<file path="src/hdl/tmdsd_pkg.sv">
// ============================================================================
// tmdsd_pkg: shared types and constants for the timed motor drive
// Counter widths, register indexes, command and direction codes, reset values.
// ============================================================================
package tmdsd_pkg;

    localparam int COUNT_WIDTH = 16;
    localparam int PHASE_COUNT = 4;
    localparam int PHASE_W     = $clog2(PHASE_COUNT);
    localparam int CFG_IDX_W   = 2;

    typedef logic [COUNT_WIDTH-1:0] cnt_t;
    typedef logic [PHASE_W-1:0]     phase_t;
    typedef logic [1:0]             dir_t;
    typedef logic [CFG_IDX_W-1:0]   cfg_idx_t;

    localparam cnt_t   CNT_MAX   = {COUNT_WIDTH{1'b1}};
    localparam phase_t PHASE_LAST = phase_t'(PHASE_COUNT - 1);
    localparam phase_t PHASE_A    = phase_t'(0);
    localparam phase_t PHASE_B    = phase_t'(PHASE_COUNT / 2);

    // Configuration register indexes
    localparam cfg_idx_t REG_DIRECTION = 2'd0;
    localparam cfg_idx_t REG_RUN_TICKS = 2'd1;
    localparam cfg_idx_t REG_STALL_LIM = 2'd2;
    localparam cfg_idx_t REG_BLANKING  = 2'd3;

    // Direction codes
    localparam dir_t DIR_FORWARD = 2'd0;
    localparam dir_t DIR_REVERSE = 2'd1;

    // Command codes
    localparam logic CMD_TICK  = 1'b0;
    localparam logic CMD_START = 1'b1;

    // Register reset values
    localparam dir_t RST_DIRECTION = DIR_FORWARD;
    localparam cnt_t RST_RUN_TICKS = cnt_t'(1000);
    localparam cnt_t RST_STALL_LIM = cnt_t'(8);
    localparam cnt_t RST_BLANKING  = cnt_t'(10);

endpackage

</file>
<file path="src/hdl/timed_motor_drive_stall_detect.sv">
// ============================================================================
// timed_motor_drive_stall_detect: timed H-bridge drive with stall detection
// One result word per command word; tracks run length, coil phases and the
// feedback capture interval.
// ============================================================================
//
// Usage:
//   Input channel (in_valid/in_ready) carries cmd and capture_value: a tick
//   (cmd 0) or a start (cmd 1). Every accepted word yields exactly one result
//   word on the output channel (out_valid/out_ready) with the bridge enable,
//   coil levels, remaining ticks, end/stall pulses and feedback statistics.
//   The configuration channel (cfg_valid/cfg_ready, cfg_index, cfg_data) is
//   always ready; write it only while no word is in flight.
//   A word accepted on the input channel enters the input register, moves to
//   the result register once that is free or being taken, and is then offered
//   on the output channel. Throughput: one word per cycle while out_ready stays
//   high; the run state updates in a single pass of logic between the input
//   register and the result register.
//   Reset clears all run state and loads the register defaults (forward,
//   1000 run ticks, stall limit 8, blanking 10).
//   When the receiver stalls, the result register holds, the input register
//   fills, and then in_ready drops until the result is taken.
//
module timed_motor_drive_stall_detect
(
    input  logic                  clk,
    input  logic                  rst_n,

    input  logic                  in_valid,
    output logic                  in_ready,
    input  logic                  cmd,
    input  tmdsd_pkg::cnt_t       capture_value,

    output logic                  out_valid,
    input  logic                  out_ready,
    output logic                  drive_enable,
    output logic                  coil_a,
    output logic                  coil_b,
    output tmdsd_pkg::cnt_t       ticks_left,
    output logic                  run_ended,
    output logic                  stall_stop,
    output tmdsd_pkg::dir_t       end_direction,
    output tmdsd_pkg::cnt_t       pulse_count,
    output tmdsd_pkg::cnt_t       last_gap,
    output logic                  capture_seen,

    input  logic                  cfg_valid,
    output logic                  cfg_ready,
    input  tmdsd_pkg::cfg_idx_t   cfg_index,
    input  tmdsd_pkg::cnt_t       cfg_data
);
    import tmdsd_pkg::*;

    // Configuration registers
    dir_t   direction_reg;
    cnt_t   run_ticks_reg;
    cnt_t   stall_limit_reg;
    cnt_t   blanking_reg;

    // Input register
    logic   s1_valid_reg;
    logic   s1_cmd_reg;
    cnt_t   s1_cap_reg;

    // Run state
    phase_t phase_reg,    phase_next;
    cnt_t   remaining_reg, remaining_next;
    logic   enable_reg,   enable_next;
    logic   coil_a_reg,   coil_a_next;
    logic   coil_b_reg,   coil_b_next;
    cnt_t   stored_cap_reg, stored_cap_next;
    cnt_t   gap_cnt_reg,  gap_cnt_next;
    cnt_t   gap_held_reg, gap_held_next;
    cnt_t   pulses_reg,   pulses_next;
    logic   seen_reg,     seen_next;
    logic   ended_next;
    logic   stalled_next;

    // Output register
    logic   out_valid_reg;
    logic   out_enable_reg;
    logic   out_coil_a_reg;
    logic   out_coil_b_reg;
    cnt_t   out_left_reg;
    logic   out_ended_reg;
    logic   out_stall_reg;
    dir_t   out_dir_reg;
    cnt_t   out_pulses_reg;
    cnt_t   out_gap_reg;
    logic   out_seen_reg;

    logic   s1_advance;
    cnt_t   rem_dec;
    cnt_t   blank_end;
    logic   past_blank;
    logic   cap_changed;

    // Advance the input register into the result register when it is free
    assign s1_advance = s1_valid_reg && (!out_valid_reg || out_ready);
    assign in_ready   = !s1_valid_reg || s1_advance;
    assign cfg_ready  = 1'b1;

    // Take configuration writes
    always_ff @(posedge clk or negedge rst_n)
    begin
        if (!rst_n)
        begin
            direction_reg   <= RST_DIRECTION;
            run_ticks_reg   <= RST_RUN_TICKS;
            stall_limit_reg <= RST_STALL_LIM;
            blanking_reg    <= RST_BLANKING;
        end
        else if (cfg_valid)
        begin
            case (cfg_index)
                REG_DIRECTION: direction_reg   <= cfg_data[1:0];
                REG_RUN_TICKS: run_ticks_reg   <= cfg_data;
                REG_STALL_LIM: stall_limit_reg <= cfg_data;
                REG_BLANKING:  blanking_reg    <= cfg_data;
                default:       ;
            endcase
        end
    end

    // Hold the accepted word until it moves on
    always_ff @(posedge clk or negedge rst_n)
    begin
        if (!rst_n)
        begin
            s1_valid_reg <= 1'b0;
        end
        else if (in_ready)
        begin
            s1_valid_reg <= in_valid;
        end
    end

    always_ff @(posedge clk)
    begin
        if (in_valid && in_ready)
        begin
            s1_cmd_reg <= cmd;
            s1_cap_reg <= capture_value;
        end
    end

    // Blanking window check on the decremented count
    assign rem_dec     = remaining_reg - cnt_t'(1);
    assign blank_end   = run_ticks_reg - blanking_reg;
    assign past_blank  = (blanking_reg < run_ticks_reg) && (rem_dec < blank_end);
    assign cap_changed = (stored_cap_reg != s1_cap_reg);

    // Compute the next run state for the word in the input register
    always_comb
    begin
        phase_next      = phase_reg;
        remaining_next  = remaining_reg;
        enable_next     = enable_reg;
        coil_a_next     = coil_a_reg;
        coil_b_next     = coil_b_reg;
        stored_cap_next = stored_cap_reg;
        gap_cnt_next    = gap_cnt_reg;
        gap_held_next   = gap_held_reg;
        pulses_next     = pulses_reg;
        seen_next       = seen_reg;
        ended_next      = 1'b0;
        stalled_next    = 1'b0;

        if (s1_cmd_reg == CMD_START)
        begin
            remaining_next = run_ticks_reg;
            enable_next    = (run_ticks_reg != '0);
            seen_next      = 1'b0;
        end
        else if (remaining_reg != '0)
        begin
            phase_next = (phase_reg == PHASE_LAST) ? '0 : phase_reg + phase_t'(1);

            // Toggle coils by direction; other codes leave them alone
            if (direction_reg == DIR_FORWARD)
            begin
                if (phase_next == PHASE_A)
                    coil_a_next = !coil_a_reg;
                else if (phase_next == PHASE_B)
                    coil_b_next = !coil_b_reg;
            end
            else if (direction_reg == DIR_REVERSE)
            begin
                if (phase_next == PHASE_A)
                    coil_b_next = !coil_b_reg;
                else if (phase_next == PHASE_B)
                    coil_a_next = !coil_a_reg;
            end

            remaining_next = rem_dec;
            if (rem_dec == '0)
            begin
                enable_next = 1'b0;
                pulses_next = '0;
                ended_next  = 1'b1;
            end

            // Latch the feedback interval on a capture change
            if (cap_changed)
            begin
                stored_cap_next = s1_cap_reg;
                gap_held_next   = gap_cnt_reg;
                seen_next       = 1'b1;
                if (past_blank)
                begin
                    if (gap_cnt_reg < stall_limit_reg)
                    begin
                        enable_next    = 1'b0;
                        pulses_next    = '0;
                        remaining_next = '0;
                        ended_next     = 1'b1;
                        stalled_next   = 1'b1;
                    end
                    else if (pulses_next != CNT_MAX)
                    begin
                        pulses_next = pulses_next + cnt_t'(1);
                    end
                end
                gap_cnt_next = cnt_t'(1);
            end
            else if (gap_cnt_reg != CNT_MAX)
            begin
                gap_cnt_next = gap_cnt_reg + cnt_t'(1);
            end
        end
    end

    // Commit run state and result flag when the word advances
    always_ff @(posedge clk or negedge rst_n)
    begin
        if (!rst_n)
        begin
            phase_reg      <= '0;
            remaining_reg  <= '0;
            enable_reg     <= 1'b0;
            coil_a_reg     <= 1'b0;
            coil_b_reg     <= 1'b0;
            stored_cap_reg <= '0;
            gap_cnt_reg    <= '0;
            gap_held_reg   <= '0;
            pulses_reg     <= '0;
            seen_reg       <= 1'b0;
            out_valid_reg  <= 1'b0;
        end
        else
        begin
            if (s1_advance)
            begin
                phase_reg      <= phase_next;
                remaining_reg  <= remaining_next;
                enable_reg     <= enable_next;
                coil_a_reg     <= coil_a_next;
                coil_b_reg     <= coil_b_next;
                stored_cap_reg <= stored_cap_next;
                gap_cnt_reg    <= gap_cnt_next;
                gap_held_reg   <= gap_held_next;
                pulses_reg     <= pulses_next;
                seen_reg       <= seen_next;
                out_valid_reg  <= 1'b1;
            end
            else if (out_ready)
            begin
                out_valid_reg  <= 1'b0;
            end
        end
    end

    // Load the result payload
    always_ff @(posedge clk)
    begin
        if (s1_advance)
        begin
            out_enable_reg <= enable_next;
            out_coil_a_reg <= coil_a_next;
            out_coil_b_reg <= coil_b_next;
            out_left_reg   <= remaining_next;
            out_ended_reg  <= ended_next;
            out_stall_reg  <= stalled_next;
            out_dir_reg    <= ended_next ? direction_reg : DIR_FORWARD;
            out_pulses_reg <= pulses_next;
            out_gap_reg    <= gap_held_next;
            out_seen_reg   <= seen_next;
        end
    end

    assign out_valid     = out_valid_reg;
    assign drive_enable  = out_enable_reg;
    assign coil_a        = out_coil_a_reg;
    assign coil_b        = out_coil_b_reg;
    assign ticks_left    = out_left_reg;
    assign run_ended     = out_ended_reg;
    assign stall_stop    = out_stall_reg;
    assign end_direction = out_dir_reg;
    assign pulse_count   = out_pulses_reg;
    assign last_gap      = out_gap_reg;
    assign capture_seen  = out_seen_reg;

    // The bridge is never enabled with no ticks left
    a_enable_needs_ticks: assert property (@(posedge clk) disable iff (!rst_n)
        out_valid |-> (!drive_enable || ticks_left != '0))
        else $error("drive enabled with zero ticks left");

    // A stall stop is always an end of run, with the counter cleared
    a_stall_ends_run: assert property (@(posedge clk) disable iff (!rst_n)
        (out_valid && stall_stop) |-> (run_ended && ticks_left == '0 && !drive_enable))
        else $error("stall stop without a full run end");

    // A run end drops the bridge and clears the count
    a_end_stops: assert property (@(posedge clk) disable iff (!rst_n)
        (out_valid && run_ended) |-> (!drive_enable && ticks_left == '0))
        else $error("run end with bridge still enabled");

    // The enable state never outlives the run counter
    a_state_enable: assert property (@(posedge clk) disable iff (!rst_n)
        enable_reg |-> (remaining_reg != '0))
        else $error("enable state set with zero remaining");

    // A stalled result holds the input register full
    a_stall_holds: assert property (@(posedge clk) disable iff (!rst_n)
        (out_valid && !out_ready && s1_valid_reg) |=> s1_valid_reg)
        else $error("input register dropped a word during a stall");

endmodule

</file>
<file path="config.mk">
export PLATFORM = sky130hd
export DESIGN_NAME = timed_motor_drive_stall_detect
export DESIGN_NICKNAME = d
export VERILOG_FILES = /design/src/hdl/tmdsd_pkg.sv /design/src/hdl/timed_motor_drive_stall_detect.sv
export SDC_FILE = /design/constraint.sdc
export NUM_CORES = 1
export LEC_CHECK = 0
export BUFFER_PORTS_ARGS = -buffer_cell sky130_fd_sc_hd__clkbuf_2
export CORE_UTILIZATION = 50
export CTS_CLUSTER_DIAMETER = 120
export DETAILED_ROUTE_END_ITERATION = 7
export PLACE_DENSITY = 0.77
export SYNTH_ARGS = -nofsm -noshare
export SYNTH_HDL_FRONTEND = slang
export SYNTH_SLANG_ARGS = --single-unit
export TNS_END_PERCENT = 20
</file>
<file path="constraint.sdc">
create_clock -name clk -period 13.4 [get_ports clk]
set_clock_uncertainty 0.15 [all_clocks]
set_input_delay 2.01 -clock clk [delete_from_list [all_inputs] [get_ports clk]]
set_output_delay 2.01 -clock clk [all_outputs]
set_load 0.01 [all_outputs]
</file>
==> flow_summary.toml <==
[yosys]
synth_compound_area_frac = 0.1234
ys_types = 77
ys.flop_type = "dfrtp_1"
synth_area_per_cell_sq_um = 10.71
netlist_area_sq_um = 11160
async_flop_share = 0.6540
synth_xor_area_frac = 0.04628
synthesis.nets = 1137
synth_top_family_by_area = "simple AND/OR/NAND/NOR gates"
synth_seq_area_share = 0.5067
ys_ff_latch = 211
synth_edf_count = 73
post_synth_and_or_nand_nor_area_fraction = 0.1511
syn_inst = 1042
synthMuxAreaShare = 0.07531
synth-adder-area-share = 0.06231
ys_warn_count = 0

[drt]
routedWlPerCell_um = 17.53
wl_um = 25020
viasPerCell = 5.772
post-route-drc-count = 0
first_iter_violations = 651
ant_nets = 0
drt_pass1_iterations = 5
dr_total_vias = 8236

[critical_path]
path_max_fanout = 15
cp-start-kind = "flop"
arrival_ns = 6.34
crit_required_ns = 13.66
critical_path_class = "flop to flop"
end_kind = "flop"
reg2reg_slack_ns = 7.32

[timing]
hold_viol_final = 0
fin_crit_sh = 0.4534
min_period_ns = 6.075
max_slew.worst_pin.slew_ns = 1.241
rsz0062_at_grt = "false"
slew_violations = 0
setup_tns_ns = 0
slew_headroom = 0.1695
fmax_mhz = 164.6
setup_viol = 0

[worst_hold_path]
hold_class = "flop to flop"

[clock_network]
postCtsHoldBufs = 0
clock_path_buffers = 3
path_clk_slew_ns = 0.06
clock_sinks = 211
htreeDepth = 1
numCtsBuffers = 23
cts_root_buffer = "clkbuf_16"
cts-resized-gates = 0
post-cts-setup-buffers = 0
cts_tree = "yes"
clk_latency_ns = 0.52

[global_route]
grt_max_degree = 94
grtUsageTotal = 0.2262
grt_pass1_vias = 7991
grt.overflow.total = 0
grt_pass1_wl_um = 40590
grt_antenna_before_repair = 0

[floorplanning]
core.rowCount = 54
initial_core_util = 0.5100
chipWidth_um = 151.4
io_pins = 99
chipHeight_um = 151.4
core-area_sq_um = 21890
dieArea_sq_um = 22930

[layout]
final_cell_mix = "nand2_1 (144), dfrtp_1 (129), clkbuf_2 (96), edfxtp_1 (73), mux2_2 (72)"
seq_area_sq_um = 5657
fillers = 1868
fin_cells = 1427
fin_nets = 1225
multi_input_area_sq_um = 5127
diodes = 0
final_common_cell = "nand2_1"
utilization = 0.5756
drive_gt1_frac = 0.2084
fin_area_sq_um = 12600
area_delta_synth_final_pct = 12.85

[placed_design]
postPlaceCellArea_sq_um = 11900
dpl.hpwl_um = 17640
portBuffers = 97
gp_congestion = 0.9065
placed_cells = 1385

[run_status]
status = "completed"

[power_and_ir_drop]
leakage_nw = 5.588
p_per_area_nw_per_um2 = 178.9
peakVddDrop_v = 0.00009487

[flow_run]
cap_viol_max_count = 0
[power breakdown]
part	internal [mW]	switching [mW]
logic	0.321	0.449
registers	0.790	0.100
clock network	0.341	0.252
total	1.45	0.802
[critical path, stage by stage, from the launching register on]
cell and delay, ns:
dfstp_2 0.53, inv_1 0.06, ha_1 0.29, nand2b_1 0.11
a21oi_1 0.09, nor4_1 0.29, o31ai_1 0.17, o41ai_1 0.61
nor2b_1 0.10, o21a_1 0.19, o21ai_0 0.19, ha_1 0.28
a21o_1 0.16, a21o_1 0.17, a21oi_1 0.13, o21ai_0 0.23
nor4_2 0.99, a21oi_1 0.58, and4_1 0.40, a211o_1 0.26
[worst paths after layout]
check,from,to,cells past startpoint
worst max-delay path,blanking_reg[1],pulses_reg[2],19
worst min-delay path,gap_held_reg[1],gap_held_reg[1],2
worst max register to register,blanking_reg[1],pulses_reg[2],19
worst min register to register,gap_held_reg[1],gap_held_reg[1],2
max in group asynchronous,rst_n,blanking_reg[0],2
min in group asynchronous,rst_n,stored_cap_reg[2],1
[layer usage]
| layer | wire [um] | global-route usage |
|---|---|---|
| met5 | 0 | 0 |
| met4 | 678 | 0.07400 |
| met3 | 1562 | 0.03524 |
| met2 | 12050 | 0.3765 |
| met1 | 10720 | 0.3013 |
[stage by stage]
step | hold WS [ns] | power (mW) | setup slack [ns]
after detailed placement | 0.3072 | 1.665 | 7.367
after floorplan | 0.2903 | 1.461 | 8.475
final | 0.3217 | 2.254 | 7.325
after global routing | 0.3420 | 2.407 | 6.792
after CTS | 0.3232 | 2.264 | 7.366
after global placement | 0.3024 | 1.631 | 7.650
[cell usage after synthesis, drive strengths merged, types with 11 or more instances]
cell | number | share of area
inv | 55 | 0.018
buf | 11 | 0.0054
nor2 | 45 | 0.015
o21ai | 49 | 0.022
nor4 | 15 | 0.011
nand3 | 19 | 0.0090
mux2 | 72 | 0.073
a21oi | 42 | 0.019
a21o | 19 | 0.013
nand2b | 13 | 0.0073
and3 | 13 | 0.0077
a22o | 17 | 0.013
a31oi | 15 | 0.0084
ha | 54 | 0.061
nor3 | 21 | 0.0099
dfrtp | 129 | 0.29
edfxtp | 73 | 0.20
xnor2 | 46 | 0.036
nand4 | 20 | 0.011
nand2 | 144 | 0.048
clkbuf | 32 | 0.011
xor2 | 13 | 0.010
[layout make-up]
cell class | instances | area share
clock buffer | 30 | 0.04856
clock inverter | 12 | 0.006951
sequential | 211 | 0.4490
multi-input combinational | 733 | 0.4070
tap | 280 | 0.02781
timing repair buffer | 106 | 0.04439
inverter | 55 | 0.01639
[kinds of logic (layout without fill, tap and decap cells)]
| logic type | count (synthesis) | count (layout) |
|---|---|---|
| adder cells (fa/ha/maj) | 55 | 55 |
| multiplexers | 75 | 75 |
| flip-flops | 211 | 211 |
| XOR/XNOR | 59 | 59 |
| AO/OA/AOI/OAI | 206 | 206 |
| AND/OR/NAND/NOR | 337 | 337 |
| buffers and inverters | 98 | 203 |
| other | 1 | 1 |
Power figures use the tool's default switching activity.
